--- src/design/ijsc_pkg.sv ---
// shared types, constants and hue helpers for the intake jam and sort controller
package ijsc_pkg;

  typedef enum logic [2:0] {
    MODE_IDLE = 3'd0,
    MODE_IN   = 3'd1,
    MODE_OUT  = 3'd2,
    MODE_JAM  = 3'd3,
    MODE_SPIN = 3'd4
  } mode_e;

  typedef enum logic [2:0] {
    CFG_TEAM_COLOR    = 3'd0,
    CFG_ARM_LOADING   = 3'd1,
    CFG_SORTER_HOLD   = 3'd2,
    CFG_JAM_TICKS     = 3'd3,
    CFG_ARM_JAM_TICKS = 3'd4,
    CFG_SORT_TICKS    = 3'd5,
    CFG_SPIN_TIMEOUT  = 3'd6
  } cfg_idx_e;

  localparam logic [1:0] TEAM_RED  = 2'd0;
  localparam logic [1:0] TEAM_BLUE = 2'd1;

  localparam int unsigned CFG_IDX_W  = 3;
  localparam int unsigned CFG_DATA_W = 10;

  localparam logic signed [10:0] SPEED_STALL = 11'sd5;
  localparam logic signed [7:0]  DRIVE_FULL  = 8'sd127;
  localparam logic signed [7:0]  DRIVE_SPIN  = 8'sd69;
  localparam logic signed [7:0]  DRIVE_STOP  = 8'sd0;

  localparam logic [7:0] PROX_NEAR      = 8'd200;
  localparam logic [8:0] HUE_RED_LO     = 9'd30;
  localparam logic [8:0] HUE_RED_HI     = 9'd300;
  localparam logic [8:0] HUE_BLUE_LO    = 9'd180;
  localparam logic [8:0] HUE_BLUE_HI    = 9'd330;
  localparam logic [8:0] HUE_SORT_LO    = 9'd215;
  localparam logic [8:0] HUE_SORT_HI    = 9'd290;

  typedef struct packed {
    logic [1:0] team_color;
    logic       arm_loading;
    logic       sorter_hold;
    logic [7:0] jam_ticks;
    logic [9:0] arm_jam_ticks;
    logic [7:0] sort_ticks;
    logic [9:0] spin_timeout_ticks;
  } cfg_t;

  typedef struct packed {
    logic               func;
    logic [2:0]         new_mode;
    logic signed [10:0] motor_speed;
    logic [8:0]         hue_front;
    logic [8:0]         hue_back;
    logic [7:0]         proximity;
  } item_t;

  typedef struct packed {
    logic signed [7:0] motor_drive;
    logic              sorter_extend;
    logic [2:0]        mode_now;
    logic              jam_check_on;
  } result_t;

  function automatic logic red_hue(input logic [8:0] h);
    return (h < HUE_RED_LO) || (h > HUE_RED_HI);
  endfunction

  function automatic logic blue_hue(input logic [8:0] h);
    return (h > HUE_BLUE_LO) && (h < HUE_BLUE_HI);
  endfunction

endpackage

--- src/design/ijsc_core.sv ---
// controller state and the per-request tick / command update
module ijsc_core import ijsc_pkg::*; #(
  parameter int unsigned REVERSE_TICKS = 25,
  parameter int unsigned TIMER_BITS    = 10
) (
  input  logic    clk_i,
  input  logic    rst_ni,
  input  logic    fire_i,
  input  item_t   item_i,
  input  cfg_t    cfg_i,
  output result_t res_o
);

  localparam int unsigned RH_W  = $clog2(REVERSE_TICKS + 1);
  localparam int unsigned CMP_W = (TIMER_BITS > 10) ? TIMER_BITS : 10;

  mode_e                 mode_q, mode_d;
  logic                  stall_seen_q, stall_seen_d;
  logic [TIMER_BITS-1:0] stall_cnt_q, stall_cnt_d;
  logic                  jam_en_q, jam_en_d;
  logic [TIMER_BITS-1:0] sort_cnt_q, sort_cnt_d;
  logic                  sort_armed_q, sort_armed_d;
  logic                  spin_active_q, spin_active_d;
  logic [TIMER_BITS-1:0] spin_cnt_q, spin_cnt_d;
  logic [RH_W-1:0]       rev_hold_q, rev_hold_d;
  logic                  sorter_q, sorter_d;
  logic signed [7:0]     drive;
  logic                  near, match, ring, stalled;

  function automatic logic [TIMER_BITS-1:0] sat_inc(input logic [TIMER_BITS-1:0] v);
    return (v == '1) ? v : v + TIMER_BITS'(1);
  endfunction

  assign near    = item_i.proximity > PROX_NEAR;
  assign stalled = (item_i.motor_speed < SPEED_STALL) && (item_i.motor_speed > -SPEED_STALL);

  always_comb begin
    mode_d        = mode_q;
    stall_seen_d  = stall_seen_q;
    stall_cnt_d   = stall_cnt_q;
    jam_en_d      = jam_en_q;
    sort_cnt_d    = sort_cnt_q;
    sort_armed_d  = sort_armed_q;
    spin_active_d = spin_active_q;
    spin_cnt_d    = spin_cnt_q;
    rev_hold_d    = rev_hold_q;
    sorter_d      = sorter_q;
    drive         = DRIVE_STOP;
    match         = 1'b0;
    ring          = 1'b0;

    if (item_i.func) begin
      if (item_i.new_mode <= MODE_SPIN) begin
        mode_d     = mode_e'(item_i.new_mode);
        rev_hold_d = '0;
      end
    end else begin
      // time advances on every tick, held or not
      if (stall_seen_q)  stall_cnt_d = sat_inc(stall_cnt_q);
      if (sort_armed_q)  sort_cnt_d  = sat_inc(sort_cnt_q);
      if (spin_active_q) spin_cnt_d  = sat_inc(spin_cnt_q);

      if (rev_hold_q != '0) begin
        drive      = -DRIVE_FULL;
        rev_hold_d = rev_hold_q - RH_W'(1);
        if (rev_hold_q == RH_W'(1)) mode_d = MODE_IN;
      end else begin
        if (jam_en_q) begin
          if (stalled && (mode_q != MODE_IDLE)) begin
            if (!stall_seen_q) begin
              stall_seen_d = 1'b1;
              stall_cnt_d  = '0;
            end
            if (cfg_i.arm_loading) begin
              if (CMP_W'(stall_cnt_d) > CMP_W'(cfg_i.arm_jam_ticks)) mode_d = MODE_IDLE;
            end else begin
              if (CMP_W'(stall_cnt_d) > CMP_W'(cfg_i.jam_ticks)) mode_d = MODE_JAM;
            end
          end else begin
            stall_seen_d = 1'b0;
            stall_cnt_d  = '0;
          end
        end

        // color sorter, skipped while spinning
        if (mode_d != MODE_SPIN) begin
          if (cfg_i.team_color == TEAM_BLUE) begin
            match = red_hue(item_i.hue_front) && near;
          end else if (cfg_i.team_color == TEAM_RED) begin
            match = (item_i.hue_front > HUE_SORT_LO) && (item_i.hue_front < HUE_SORT_HI)
                    && near;
          end
          if (match) begin
            sort_cnt_d   = '0;
            sort_armed_d = 1'b1;
          end
          if (!cfg_i.sorter_hold) begin
            sorter_d = sort_armed_d && (CMP_W'(sort_cnt_d) < CMP_W'(cfg_i.sort_ticks));
          end
        end

        unique case (mode_d)
          MODE_IN:  drive = DRIVE_FULL;
          MODE_OUT: drive = -DRIVE_FULL;
          MODE_JAM: begin
            drive = -DRIVE_FULL;
            if (cfg_i.arm_loading) mode_d = MODE_IDLE;
            else rev_hold_d = RH_W'(REVERSE_TICKS);
          end
          MODE_SPIN: begin
            if (!spin_active_q) begin
              spin_active_d = 1'b1;
              spin_cnt_d    = '0;
            end
            drive    = DRIVE_SPIN;
            jam_en_d = 1'b0;
            if (cfg_i.team_color == TEAM_RED) begin
              ring = red_hue(item_i.hue_front) && red_hue(item_i.hue_back) && near;
            end else if (cfg_i.team_color == TEAM_BLUE) begin
              ring = blue_hue(item_i.hue_front) && blue_hue(item_i.hue_back) && near;
            end
            if (ring || (CMP_W'(spin_cnt_d) >= CMP_W'(cfg_i.spin_timeout_ticks))) begin
              spin_active_d = 1'b0;
              spin_cnt_d    = '0;
              mode_d        = MODE_IDLE;
              jam_en_d      = 1'b1;
            end
          end
          default: drive = DRIVE_STOP;
        endcase
      end
    end
  end

  always_comb begin
    res_o.motor_drive   = drive;
    res_o.sorter_extend = sorter_d;
    res_o.mode_now      = mode_d;
    res_o.jam_check_on  = jam_en_d;
  end

  always_ff @(posedge clk_i or negedge rst_ni) begin
    if (!rst_ni) begin
      mode_q        <= MODE_IDLE;
      stall_seen_q  <= 1'b0;
      stall_cnt_q   <= '0;
      jam_en_q      <= 1'b1;
      sort_cnt_q    <= '0;
      sort_armed_q  <= 1'b0;
      spin_active_q <= 1'b0;
      spin_cnt_q    <= '0;
      rev_hold_q    <= '0;
      sorter_q      <= 1'b0;
    end else if (fire_i) begin
      mode_q        <= mode_d;
      stall_seen_q  <= stall_seen_d;
      stall_cnt_q   <= stall_cnt_d;
      jam_en_q      <= jam_en_d;
      sort_cnt_q    <= sort_cnt_d;
      sort_armed_q  <= sort_armed_d;
      spin_active_q <= spin_active_d;
      spin_cnt_q    <= spin_cnt_d;
      rev_hold_q    <= rev_hold_d;
      sorter_q      <= sorter_d;
    end
  end

endmodule

--- src/design/intake_jam_sort_controller.sv ---
// top level of the intake jam and color sort controller
//
// usage:
//  - input channel (in_valid_i / in_ready_o) carries one request per tick or
//    mode command: func_i 0 is a 10 ms tick with sensor readings, 1 sets the
//    mode from new_mode_i
//  - output channel (out_valid_o / out_ready_i) returns exactly one result per
//    request: motor drive, sorter level, mode and jam detection flag
//  - config channel (cfg_valid_i / cfg_ready_o) writes register cfg_index_i
//    with cfg_data_i; always ready, write only while the block is idle
// path: a request is held in the input register, the tick logic runs
//  between it and the result register, and the result shows once it is
//  loaded into the result register
// throughput: one request per cycle while out_ready_i stays high; the whole
//  update is a handful of compares and saturating counter steps, all combinational
// stall: the result register holds while out_ready_i is low, the input
//  register still takes one more request, then in_ready_o drops
// reset: async active low; mode idle, counters zero, jam detection on,
//  registers back to their defaults, both channels empty
module intake_jam_sort_controller import ijsc_pkg::*; #(
  parameter int unsigned REVERSE_TICKS = 25,
  parameter int unsigned TIMER_BITS    = 10
) (
  input  logic                  clk_i,
  input  logic                  rst_ni,
  // request channel
  input  logic                  in_valid_i,
  output logic                  in_ready_o,
  input  logic                  func_i,
  input  logic [2:0]            new_mode_i,
  input  logic signed [10:0]    motor_speed_i,
  input  logic [8:0]            hue_front_i,
  input  logic [8:0]            hue_back_i,
  input  logic [7:0]            proximity_i,
  // result channel
  output logic                  out_valid_o,
  input  logic                  out_ready_i,
  output logic signed [7:0]     motor_drive_o,
  output logic                  sorter_extend_o,
  output logic [2:0]            mode_now_o,
  output logic                  jam_check_on_o,
  // config write channel
  input  logic                  cfg_valid_i,
  output logic                  cfg_ready_o,
  input  logic [CFG_IDX_W-1:0]  cfg_index_i,
  input  logic [CFG_DATA_W-1:0] cfg_data_i
);

  cfg_t    cfg_q;
  item_t   item_q;
  logic    item_valid_q;
  result_t res_q, res_d;
  logic    out_valid_q;
  logic    advance;

  // request moves from input register to result register
  assign advance    = item_valid_q && (!out_valid_q || out_ready_i);
  assign in_ready_o = !item_valid_q || advance;
  assign cfg_ready_o = 1'b1;

  // config registers
  always_ff @(posedge clk_i or negedge rst_ni) begin
    if (!rst_ni) begin
      cfg_q.team_color         <= 2'd0;
      cfg_q.arm_loading        <= 1'b0;
      cfg_q.sorter_hold        <= 1'b0;
      cfg_q.jam_ticks          <= 8'd15;
      cfg_q.arm_jam_ticks      <= 10'd100;
      cfg_q.sort_ticks         <= 8'd23;
      cfg_q.spin_timeout_ticks <= 10'd500;
    end else if (cfg_valid_i) begin
      unique case (cfg_idx_e'(cfg_index_i))
        CFG_TEAM_COLOR:    cfg_q.team_color         <= cfg_data_i[1:0];
        CFG_ARM_LOADING:   cfg_q.arm_loading        <= cfg_data_i[0];
        CFG_SORTER_HOLD:   cfg_q.sorter_hold        <= cfg_data_i[0];
        CFG_JAM_TICKS:     cfg_q.jam_ticks          <= cfg_data_i[7:0];
        CFG_ARM_JAM_TICKS: cfg_q.arm_jam_ticks      <= cfg_data_i[9:0];
        CFG_SORT_TICKS:    cfg_q.sort_ticks         <= cfg_data_i[7:0];
        CFG_SPIN_TIMEOUT:  cfg_q.spin_timeout_ticks <= cfg_data_i[9:0];
        default: ; // unused index, write dropped
      endcase
    end
  end

  // input register valid
  always_ff @(posedge clk_i or negedge rst_ni) begin
    if (!rst_ni) begin
      item_valid_q <= 1'b0;
    end else if (in_valid_i && in_ready_o) begin
      item_valid_q <= 1'b1;
    end else if (advance) begin
      item_valid_q <= 1'b0;
    end
  end

  // input payload, no reset needed
  always_ff @(posedge clk_i) begin
    if (in_valid_i && in_ready_o) begin
      item_q.func        <= func_i;
      item_q.new_mode    <= new_mode_i;
      item_q.motor_speed <= motor_speed_i;
      item_q.hue_front   <= hue_front_i;
      item_q.hue_back    <= hue_back_i;
      item_q.proximity   <= proximity_i;
    end
  end

  // controller state and tick logic, state commits on advance
  ijsc_core #(
    .REVERSE_TICKS (REVERSE_TICKS),
    .TIMER_BITS    (TIMER_BITS)
  ) u_core (
    .clk_i  (clk_i),
    .rst_ni (rst_ni),
    .fire_i (advance),
    .item_i (item_q),
    .cfg_i  (cfg_q),
    .res_o  (res_d)
  );

  // result register valid
  always_ff @(posedge clk_i or negedge rst_ni) begin
    if (!rst_ni) begin
      out_valid_q <= 1'b0;
    end else if (advance) begin
      out_valid_q <= 1'b1;
    end else if (out_ready_i) begin
      out_valid_q <= 1'b0;
    end
  end

  always_ff @(posedge clk_i) begin
    if (advance) begin
      res_q <= res_d;
    end
  end

  assign out_valid_o     = out_valid_q;
  assign motor_drive_o   = res_q.motor_drive;
  assign sorter_extend_o = res_q.sorter_extend;
  assign mode_now_o      = res_q.mode_now;
  assign jam_check_on_o  = res_q.jam_check_on;

endmodule

--- config.mk ---
export PLATFORM = sky130hd
export DESIGN_NAME = intake_jam_sort_controller
export DESIGN_NICKNAME = d
export VERILOG_FILES = /design/src/design/ijsc_pkg.sv /design/src/design/ijsc_core.sv /design/src/design/intake_jam_sort_controller.sv
export SDC_FILE = /design/constraint.sdc
export NUM_CORES = 1
export LEC_CHECK = 0
export BUFFER_PORTS_ARGS = -buffer_cell sky130_fd_sc_hd__buf_2
export CAP_MARGIN = 0
export CORE_ASPECT_RATIO = 0.9
export CORE_MARGIN = 10
export CORE_UTILIZATION = 33
export DETAILED_ROUTE_END_ITERATION = 10
export PLACE_DENSITY = 0.52
export SETUP_SLACK_MARGIN = 0.5
export SLEW_MARGIN = 20
export SYNTH_ARGS = -nofsm -noshare
export SYNTH_HDL_FRONTEND = slang
export SYNTH_SLANG_ARGS = --single-unit
--- constraint.sdc ---
create_clock -name clk_i -period 5.27 [get_ports clk_i]
set_clock_uncertainty 0.15 [all_clocks]
set_input_delay 0.7905 -clock clk_i [delete_from_list [all_inputs] [get_ports clk_i]]
set_output_delay 0.7905 -clock clk_i [all_outputs]
set_load 0.02 [all_outputs]
======== After elaboration in Yosys (flattened, before gate mapping) ========
Index checks and enable logic that the tools add are counted.
cells by class
  add/subtract/negate cells ............... 4
  order comparisons ....................... 18
  equal/unequal tests ..................... 18
  mux-type cells .......................... 76
  bitwise gates (word level) .............. 2
  reduce and logical (&&, ||, !) cells .... 42
operators with widths
  cell                                                         count
  two-way mux 10 bit                                           27
  two-way mux 3 bit                                            13
  adder 10 x 1 -> 10 bit, second input constant                3
  == test 10 bit, second input constant                        3
  two-way mux 1 bit                                            28
  > comparator 9 x 8 -> 1 bit, second input constant           3
  less-than comparator 9 bit, second input constant            3
  two-way mux 5 bit                                            5
  case mux 8 bit (3 select lines)                              1
  > comparator 9 bit, second input constant                    2
  less-than comparator 9 x 5 -> 1 bit, second input constant   2
  AND reduction 2 bit                                          8
  AND reduction 4 bit                                          4
  logical AND 1 bit                                            14
  == test 3 x 2 -> 1 bit, second input constant                4
  == test 3 bit, second input constant                         4
  > comparator 11 x 4 -> 1 bit, second input constant          1
  less-than comparator 11 x 4 -> 1 bit, second input constant  1
  greater-or-equal comparator 10 bit                           1
  > comparator 10 bit                                          1
  > comparator 10 x 8 -> 1 bit                                 1
  less-than comparator 10 x 8 -> 1 bit                         1
  > comparator 8 bit, second input constant                    1
  two-way mux 8 bit                                            1
  18 further kinds                                             28
storage, ports and cells
  bits in registers ....................... 139
  output and inout port bits .............. 16

======== Logic depth before layout (Yosys ltp) ========
Gate-level depths: netlist (run 1).
  depth in word-level cells ............... 29
  depth in mapped cells ................... 19
  depth with buffers taken out ............ 18

======== Cells and area by module ========
From an unflattened synthesis (run 1), not the netlist that was laid out.
second synthesis, totals
  cell total of the unflattened synthesis .. 800
  area, all modules ....................... 8007.7 um2
by module, submodules not included
  module                      instances  cells each  area each (um2)  sequential area each (um2)
  ijsc_core                   1          647         4715.8           1077.3
  intake_jam_sort_controller  1          153         3291.9           2693.8

======== Worst setup path after synthesis (run 1) ========
Ideal clock, no wire load.
  path type ............................... register to register
  from .................................... register u_core.stall_cnt_q[0]
  to ...................................... register res_q (netlist bit jam_check_on_o) (data pin)
  arrival ................................. 3.961 ns
  path slack .............................. 0.899 ns
  cell stages (with the launch flop) ...... 20
  clock period less this slack ............ 4.371 ns
  cell sequence ........................... dfrtp_1 ha_1 nand2_2 nor3_2 a31oi_1 nand2_1 nor2_1 nand3_1 xor2_1 nor2_1 ha_1 and3_1 nand3_1 nor3_1 a211o_1 o221ai_4 and3_1 buf_4 nand3_2 mux2_4
RTL lines
  item                    RTL line                           RTL
  from (decl)             ijsc_core.sv:19                    logic [TIMER_BITS-1:0] stall_cnt_q, stall_cnt_d;
  from (signal assigned)  ijsc_core.sv:157                   stall_cnt_q <= stall_cnt_d;
  to (signal assigned)    intake_jam_sort_controller.sv:134  res_q <= res_d;
  to (decl)               intake_jam_sort_controller.sv:52   result_t res_q, res_d;

==> flow_metrics.py, run 1 <==
metrics = {
    "cells_and_area": {
        "fraction_of_final_layout_cells_with_drive_strength_greater_than_1_pct": 22.6,
        "antenna_cells_inserted": 0,
        "instances_no_fill": 1170,
        "fin_nets": 950,
        "fillerInstances": 2358,
        "postLayoutCoreUtil_pct": 39.0,
        "area.growth.synth_to_final_pct": 16.0,
    },
    "placed_design": {
        "port-buffer-count": 73,
        "place.detailed.instances": 1137,
        "detailed_placer_s_ending_hpwl_microns": 14200,
        "dpl_worst_slack_ps": 625,
        "place.gp.congestion": 0.815,
    },
    "global_routing": {
        "overflow": 0,
        "antenna_violations_before_repair": 0,
        "grt_max_degree": 47,
        "first_global_vias": 6011,
        "grt.total_usage_pct": 12.7,
        "grt_pass1_wl_microns": 31400,
    },
    "floorplanning": {
        "initial_core_util_pct": 33.6,
        "dieHeight_microns": 167,
        "boundaryPins": 75,
        "core-area_sq_um": 23400,
        "die-area_sq_um": 30500,
        "fp.dieW_microns": 183,
        "floorplan.rows": 53,
    },
    "synth": {
        "yosys.area.top_type_share_pct": 21.3,
        "yosys_most_used_dff": "sky130_fd_sc_hd__dfrtp_1",
        "synth.yosys.warnings": 0,
        "netlist_area_before_placement_sq_um": 7880,
        "synth_compound_area_share_pct": 15.5,
        "synthMuxAreaShare_pct": 6.27,
        "synthAdderAreaFrac_pct": 5.85,
        "netlist_instances": 787,
        "xor_xnor_share_of_the_synthesized_area_pct": 2.67,
        "yosys_register_bits": 135,
        "synth_cell_type_count": 82,
        "mappedNetlistNets": 882,
        "avgSynthCellArea_sq_um": 10.0,
        "synth_largest_area_cell": "sky130_fd_sc_hd__dfrtp_1",
        "synthSimpleGateAreaFrac_pct": 18.9,
        "asyncSetResetFlopFracSynth_pct": 63.0,
        "synth_sequential_area_ratio_pct": 46.4,
        "yosys-top-cells-area": "sky130_fd_sc_hd__dfrtp_1, sky130_fd_sc_hd__edfxtp_1, sky130_fd_sc_hd__dfstp_2, sky130_fd_sc_hd__ha_1, sky130_fd_sc_hd__mux2_2",
        "main_combinational_cell_family_by_area_after_synthesis": "simple AND/OR/NAND/NOR gates",
        "synth_edf_count": 50,
    },
    "routing": {
        "met2WireLength_microns": 8430,
        "antenna_violating_nets_post_route": 0,
        "drt_first_iter_violations": 485,
        "route.met3.wl_microns": 744,
        "highest_layer": "met4",
        "wire_per_inst_microns": 16.4,
        "wirelength_microns": 19100,
        "route.detailed.drc": 0,
        "m1WireLength_microns": 9860,
        "drt_pre_antenna_iters": 5,
        "avgViaCountPerCell": 5.13,
        "routed-via-count": 6005,
    },
    "flow_run": {
        "max_cap_viols": 0,
    },
    "pwr": {
        "finalPower_mw": 3.31,
        "share_seq_of_total_power_pct": 43.1,
        "p_leak_nw": 3.82,
        "power.share.switching_pct": 32.9,
        "netSwitchingPower_mw": 1.09,
        "p_int_mw": 2.22,
        "pwr-share-comb_pct": 21.5,
        "peakVddDrop_uv": 235,
        "power_frac_clock_pct": 35.5,
        "p_per_area_nw_per_um2": 363,
    },
    "clock_tree": {
        "cts-root-buf": "sky130_fd_sc_hd__clkbuf_16",
        "tritoncts": "yes",
        "cts.path.max_buffers": 2,
        "tritoncts.num_buffers": 17,
        "clk_latency_ps": 430,
        "cts_hold_buf": 0,
        "clock-sinks": 135,
        "max_h_tree_level": 4,
        "worst_setup_hold_path_clk_slew_ps": 70,
    },
    "sta": {
        "min_period_over_period_pct": 85.5,
        "timing.final.max_slew_violations": 0,
        "max_slew.worst_pin.slew_ps": 895,
        "finalHoldViolCount": 0,
        "rsz_0062_raised_after_global_routing": "yes",
        "fmax_ghz": 0.222,
        "setup_ws_ps": 764,
        "slew_headroom_pct": 40.3,
        "period_needed_ps": 4510,
        "setup_violations": 0,
        "setup_total_negative_slack_ps": 0,
    },
    "critical_path": {
        "required_worst_endpoint_ps": 5300,
        "worstPathArrival_ps": 4530,
        "start_kind": "flop",
        "criticalPathCategory": "flop to flop",
        "crit_path_max_fanout": 8,
        "endpoint_kind": "flop",
    },
    "hold_path": {
        "holdCritPathClass": "input pin to asynchronous set/reset pin",
    },
    "status": {
        "status": "completed",
    },
}
## logic make-up (layout without fill, tap and decap cells)
group / after synthesis / in the layout
simple gates: 290 / 290
compound gates: 177 / 177
flops: 135 / 135
buf+inv: 79 / 160
mux: 44 / 44
fa+ha+maj: 37 / 37
xor+xnor: 24 / 24
other cells: 1 / 1
## power by group through the flow
stage | Sequential (mW) | Clock [mW] | Combinational [mW]
6_report | 1.43 | 1.18 | 0.711
5_1_grt | 1.45 | 1.25 | 0.820
4_1_cts | 1.43 | 1.21 | 0.719
3_5_place_dp | 1.44 | 0 | 0.714
3_3_place_gp | 1.44 | 0 | 0.712
2_1_floorplan | 1.41 | 0 | 0.526
## path summary, 6_finish.rpt
| kind | start | endpoint | slack [ps] | cells after the start |
|---|---|---|---|---|
| max reg2reg | u_core.stall_cnt_q[0] | jam_check_on_o | 760 | 18 |
| max | u_core.stall_cnt_q[0] | jam_check_on_o | 760 | 18 |
| min in group clk_i | item_valid_q | out_valid_o | 350 | 1 |
| max in group asynchronous | rst_ni | u_core.stall_seen_q | 3770 | 2 |
| min | rst_ni | cfg_q[3] | 200 | 1 |
| min reg2reg | item_valid_q | out_valid_o | 350 | 1 |
## metal layers
layer  up-vias  GRT usage [%]
met5         -              0
met4         0           2.73
li1       3018              -
met2       139           19.0
met1      2836           17.9
met3        12           3.25
## synthesized netlist by cell type (all sizes together), types with 7 or more instances
master  number
nand3       27
xor2        13
xnor2       11
dfstp       18
nand2       75
nor2        75
dfrtp       67
and3        11
nand2b      12
nand4       13
a31oi       11
o31ai        7
a21o         8
o21ai       59
nor3        26
a21oi       28
buf         15
edfxtp      50
inv         45
mux2i        7
mux2        37
clkbuf      19
ha          36
## state kept, by name, summed over array words and instances (netlist names), 3 cells and up
register,count
u_core.mode_q,3
u_core.rev_hold_q,5
u_core.sort_cnt_q,10
item_q,41
mode_now_o,3
u_core.spin_cnt_q,10
motor_drive_o,4
u_core.stall_cnt_q,10
cfg_q,40
## critical path: stages, from the launching register on
cell and delay [ps]:
sky130_fd_sc_hd__dfrtp_1 450, sky130_fd_sc_hd__ha_1 300, sky130_fd_sc_hd__nand2_2 160, sky130_fd_sc_hd__nor3_2 90, sky130_fd_sc_hd__a31oi_1 280, sky130_fd_sc_hd__nand2_1 170
sky130_fd_sc_hd__nor2_2 200, sky130_fd_sc_hd__nand3_1 140, sky130_fd_sc_hd__xor2_1 170, sky130_fd_sc_hd__nor2_1 140, sky130_fd_sc_hd__ha_1 260, sky130_fd_sc_hd__and3_1 160
sky130_fd_sc_hd__nand3_1 130, sky130_fd_sc_hd__nor3_1 80, sky130_fd_sc_hd__a211o_1 350, sky130_fd_sc_hd__o221ai_4 310, sky130_fd_sc_hd__and3_4 300, sky130_fd_sc_hd__nand3_2 100
sky130_fd_sc_hd__mux2_4 320
## final cells by class
cell class | count | area [sq um] | share of cell area, %
Multi-Input combinational cell | 573 | 3910 | 42.7
Sequential cell | 135 | 3650 | 40.0
Timing Repair Buffer | 83 | 455 | 4.98
Clock buffer | 17 | 425 | 4.65
Tap cell | 302 | 378 | 4.13
Inverter | 45 | 169 | 1.85
Clock inverter | 15 | 155 | 1.70
## per-stage QoR
| step | hold slack [ps] | area [sq um] |
|---|---|---|
| finish | 198 | 9140 |
| floorplan | 307 | 7880 |
| CTS | 209 | 9100 |
| detailed placement | 342 | 8520 |
| global route | 235 | 9140 |
| global placement | 331 | 8520 |
## cells in the final DEF (no fill, tap or decap), types with 24 or more instances in the layout
cell / n
sky130_fd_sc_hd__nor2_1: 74
sky130_fd_sc_hd__nand2_1: 73
sky130_fd_sc_hd__buf_2: 72
sky130_fd_sc_hd__dfrtp_1: 67
sky130_fd_sc_hd__o21ai_0: 57
sky130_fd_sc_hd__edfxtp_1: 50
sky130_fd_sc_hd__inv_1: 45
sky130_fd_sc_hd__ha_1: 36
sky130_fd_sc_hd__mux2_2: 35
sky130_fd_sc_hd__a21oi_1: 27
sky130_fd_sc_hd__nand3_1: 24
## what timing repair did
action	CTS	global route
setup endpoints to repair	0	20
resized for setup	0	4
setup buffers	0	1
(Power assumes the default switching activity.)
==> inputs of run 2 (changes only) <==
- ABC_AREA: default -> 1
- PLACE_DENSITY: 0.52 -> 0.53
==> run 2 against run 1 <==
  * Core utilization increased by 0.083 points
  * Sequential share of layout area is 1.5 points higher
  * Non-clock buffer count shrank 7
  * Critical endpoint is now u_core.spin_cnt_q[5]
  * Largest power group unchanged
  * Highest routed layer unchanged
==> flow_metrics.py, run 2 <==
metrics = {
    "clock_tree": {
        "clock-sinks": 135,
        "cts_hold_buf": 0,
        "clk_latency_ps": 440,
        "max_h_tree_level": 4,
        "cts-root-buf": "sky130_fd_sc_hd__clkbuf_16",
        "tritoncts.num_buffers": 17,
        "tritoncts": "yes",
        "cts.path.max_buffers": 2,
        "cts_setup_buffers": 0,
        "worst_setup_hold_path_clk_slew_ps": 70,
        "cts_repair_resized_insts": 0,
    },
    "critical_path": {
        "worstPathArrival_ps": 4380,
        "start_kind": "flop",
        "rr_startpoint": "u_core.spin_cnt_q[0]",
        "worst_r2r_path_depth": 21,
        "required_worst_endpoint_ps": 5470,
        "reg2reg_setup_slack_ps": 1090,
        "endpoint_kind": "flop",
        "reg2reg_end": "u_core.spin_cnt_q[5]",
        "criticalPathCategory": "flop to flop",
        "crit_path_max_fanout": 10,
    },
    "routing": {
        "avgViaCountPerCell": 4.69,
        "drt_pre_antenna_iters": 5,
        "route.met3.wl_microns": 879,
        "highest_layer": "met4",
        "wirelength_microns": 18100,
        "met2WireLength_microns": 7840,
        "route.detailed.drc": 0,
        "antenna_violating_nets_post_route": 0,
        "routed-via-count": 5967,
        "drt_first_iter_violations": 315,
        "m1WireLength_microns": 9220,
        "wire_per_inst_microns": 14.3,
    },
    "global_routing": {
        "first_global_vias": 5826,
        "grt.total_usage_pct": 12.8,
        "overflow": 0,
        "grt_max_degree": 49,
        "antenna_violations_before_repair": 0,
        "grt_pass1_wl_microns": 29900,
    },
    "pwr": {
        "finalPower_mw": 3.84,
        "p_per_area_nw_per_um2": 436,
        "peakVddDrop_uv": 223,
        "p_leak_nw": 4.13,
    },
    "status": {
        "status": "completed",
    },
    "synth": {
        "synth_largest_area_cell": "sky130_fd_sc_hd__dfrtp_1",
        "avgSynthCellArea_sq_um": 8.49,
        "mappedNetlistNets": 984,
        "synth.yosys.warnings": 0,
        "netlist_area_before_placement_sq_um": 7540,
        "yosys.area.top_type_share_pct": 22.2,
        "xor_xnor_share_of_the_synthesized_area_pct": 2.09,
        "yosysMostFrequentCell": "sky130_fd_sc_hd__nand2_1",
        "netlist_instances": 889,
        "yosys_most_used_dff": "sky130_fd_sc_hd__dfrtp_1",
        "synth_edf_count": 50,
        "synth_sequential_area_ratio_pct": 48.4,
        "yosys_register_bits": 135,
        "synth_cell_type_count": 53,
        "synth_compound_area_share_pct": 12.2,
        "synthSimpleGateAreaFrac_pct": 22.8,
        "yosys-top-cells-area": "sky130_fd_sc_hd__dfrtp_1, sky130_fd_sc_hd__edfxtp_1, sky130_fd_sc_hd__nand2_1, sky130_fd_sc_hd__inv_1, sky130_fd_sc_hd__dfstp_2",
        "main_combinational_cell_family_by_area_after_synthesis": "simple AND/OR/NAND/NOR gates",
        "ys_top_cells_by_count": "sky130_fd_sc_hd__nand2_1, sky130_fd_sc_hd__inv_1, sky130_fd_sc_hd__o21ai_0",
        "synthAdderAreaFrac_pct": 5.97,
        "synthMuxAreaShare_pct": 0,
        "asyncSetResetFlopFracSynth_pct": 63.0,
    },
    "hold_path": {
        "holdCritPathClass": "input pin to asynchronous set/reset pin",
    },
    "sta": {
        "max_slew.worst_pin.slew_ps": 762,
        "period_needed_ps": 4180,
        "timing.final.max_slew_violations": 0,
        "setup_violations": 0,
        "rsz_0062_raised_after_global_routing": "no",
        "slew_headroom_pct": 49.1,
        "fmax_ghz": 0.239,
        "min_period_over_period_pct": 79.3,
        "finalHoldViolCount": 0,
        "setup_total_negative_slack_ps": 0,
    },
    "cells_and_area": {
        "largest_register_ffs": 41,
        "fin_nets": 1056,
        "mostFrequentLayoutCells": "sky130_fd_sc_hd__nand2_1, sky130_fd_sc_hd__inv_1, sky130_fd_sc_hd__o21ai_0",
        "reg.largest.list": "item_q: 41 flops, cfg_q: 40 flops",
        "post-route-cell-area_sq_um": 8810,
        "most_common_library_cell_in_the_layout_ignoring_fill_and_taps": "sky130_fd_sc_hd__nand2_1",
        "area.growth.synth_to_final_pct": 16.7,
        "antenna_cells_inserted": 0,
        "postLayoutCoreUtil_pct": 39.1,
        "fraction_of_final_layout_cells_with_drive_strength_greater_than_1_pct": 17.4,
        "biggest_register": "item_q",
        "fillerInstances": 2322,
    },
    "flow_run": {
        "max_cap_viols": 0,
    },
    "floorplanning": {
        "boundaryPins": 75,
        "die-area_sq_um": 29300,
        "fp.dieW_microns": 179,
        "floorplan.rows": 52,
        "dieHeight_microns": 163,
        "core-area_sq_um": 22500,
        "initial_core_util_pct": 33.5,
    },
    "placed_design": {
        "place.gp.congestion": 0.847,
        "detailed_placer_s_ending_hpwl_microns": 13500,
        "dpl-instance-area_sq_um": 8200,
        "port-buffer-count": 73,
    },
}
[run 2: worst max path at each step]
stage	start	end	slack (ps)
final	u_core.spin_cnt_q[0]	u_core.spin_cnt_q[5]	1090
after global routing	u_core.spin_cnt_q[0]	u_core.spin_cnt_q[5]	710
after CTS	u_core.spin_cnt_q[0]	u_core.spin_cnt_q[5]	860
after detailed placement	u_core.spin_cnt_q[0]	u_core.spin_cnt_q[6]	890
after global placement	u_core.spin_cnt_q[0]	u_core.spin_cnt_q[9]	950
after floorplan	u_core.stall_cnt_q[0]	sorter_extend_o	1830
[run 2: report_power, final]
group / internal, mW / leakage [nW] / switching, mW
clock network: 0.643 / 0.290 / 0.566
registers: 1.35 / 1.54 / 0.166
logic: 0.389 / 2.30 / 0.729
[run 2: layout make-up]
type                    instances  area [sq um]  area share [%]
inverters                     141           529            6.01
clock inverters                15           181            2.06
multi-input cells             590          3260            37.0
clock buffers                  17           425            4.83
flip-flops and latches        135          3650            41.5
repair buffers                 76           390            4.43
well taps                     297           372            4.22
[run 2: metal layers]
metal	track usage [%]	vias up
met3	3.60	11
li1	-	3093
met4	3.35	0
met5	0	-
met1	17.7	2746
met2	19.1	117
[run 2: logic make-up (layout without fill, tap and decap cells)]
logic type                 Yosys count  in the layout
DFF                                135            135
AOI/OAI and AO/OA                  161            161
buffers and inverters              164            249
xor gates and xnor gates            18             18
adders and majority gates           36             36
and+or+nand+nor                    374            374
other                                1              1
[run 2: worst max-delay path: stages, from the launching register on]
cell                        delay [ps]
sky130_fd_sc_hd__dfrtp_1           350
sky130_fd_sc_hd__ha_1              140
sky130_fd_sc_hd__inv_1              60
sky130_fd_sc_hd__nor3_1            160
sky130_fd_sc_hd__nand4_1           200
sky130_fd_sc_hd__o31ai_2           530
sky130_fd_sc_hd__nor4_1            170
sky130_fd_sc_hd__nand2_1           110
sky130_fd_sc_hd__xor2_1            140
sky130_fd_sc_hd__inv_1              70
sky130_fd_sc_hd__nand2_1            60
sky130_fd_sc_hd__inv_1              50
sky130_fd_sc_hd__ha_1              280
sky130_fd_sc_hd__nand2_1           100
sky130_fd_sc_hd__nor2_1             60
sky130_fd_sc_hd__o211ai_1          100
sky130_fd_sc_hd__o2111ai_1         150
sky130_fd_sc_hd__a31oi_1           250
sky130_fd_sc_hd__nand3_1           290
sky130_fd_sc_hd__o21ai_2           460
sky130_fd_sc_hd__nand3_1           120
sky130_fd_sc_hd__o21ai_1           100
[run 2: through the flow]
step                      setup WS, ps  instances  hold WS (ps)
after floorplan                   1830        889           303
after global placement             952       1239           317
after detailed placement           888       1239           323
after CTS                          859       1271           199
after global routing               706       1271           212
final                             1090       1271           181
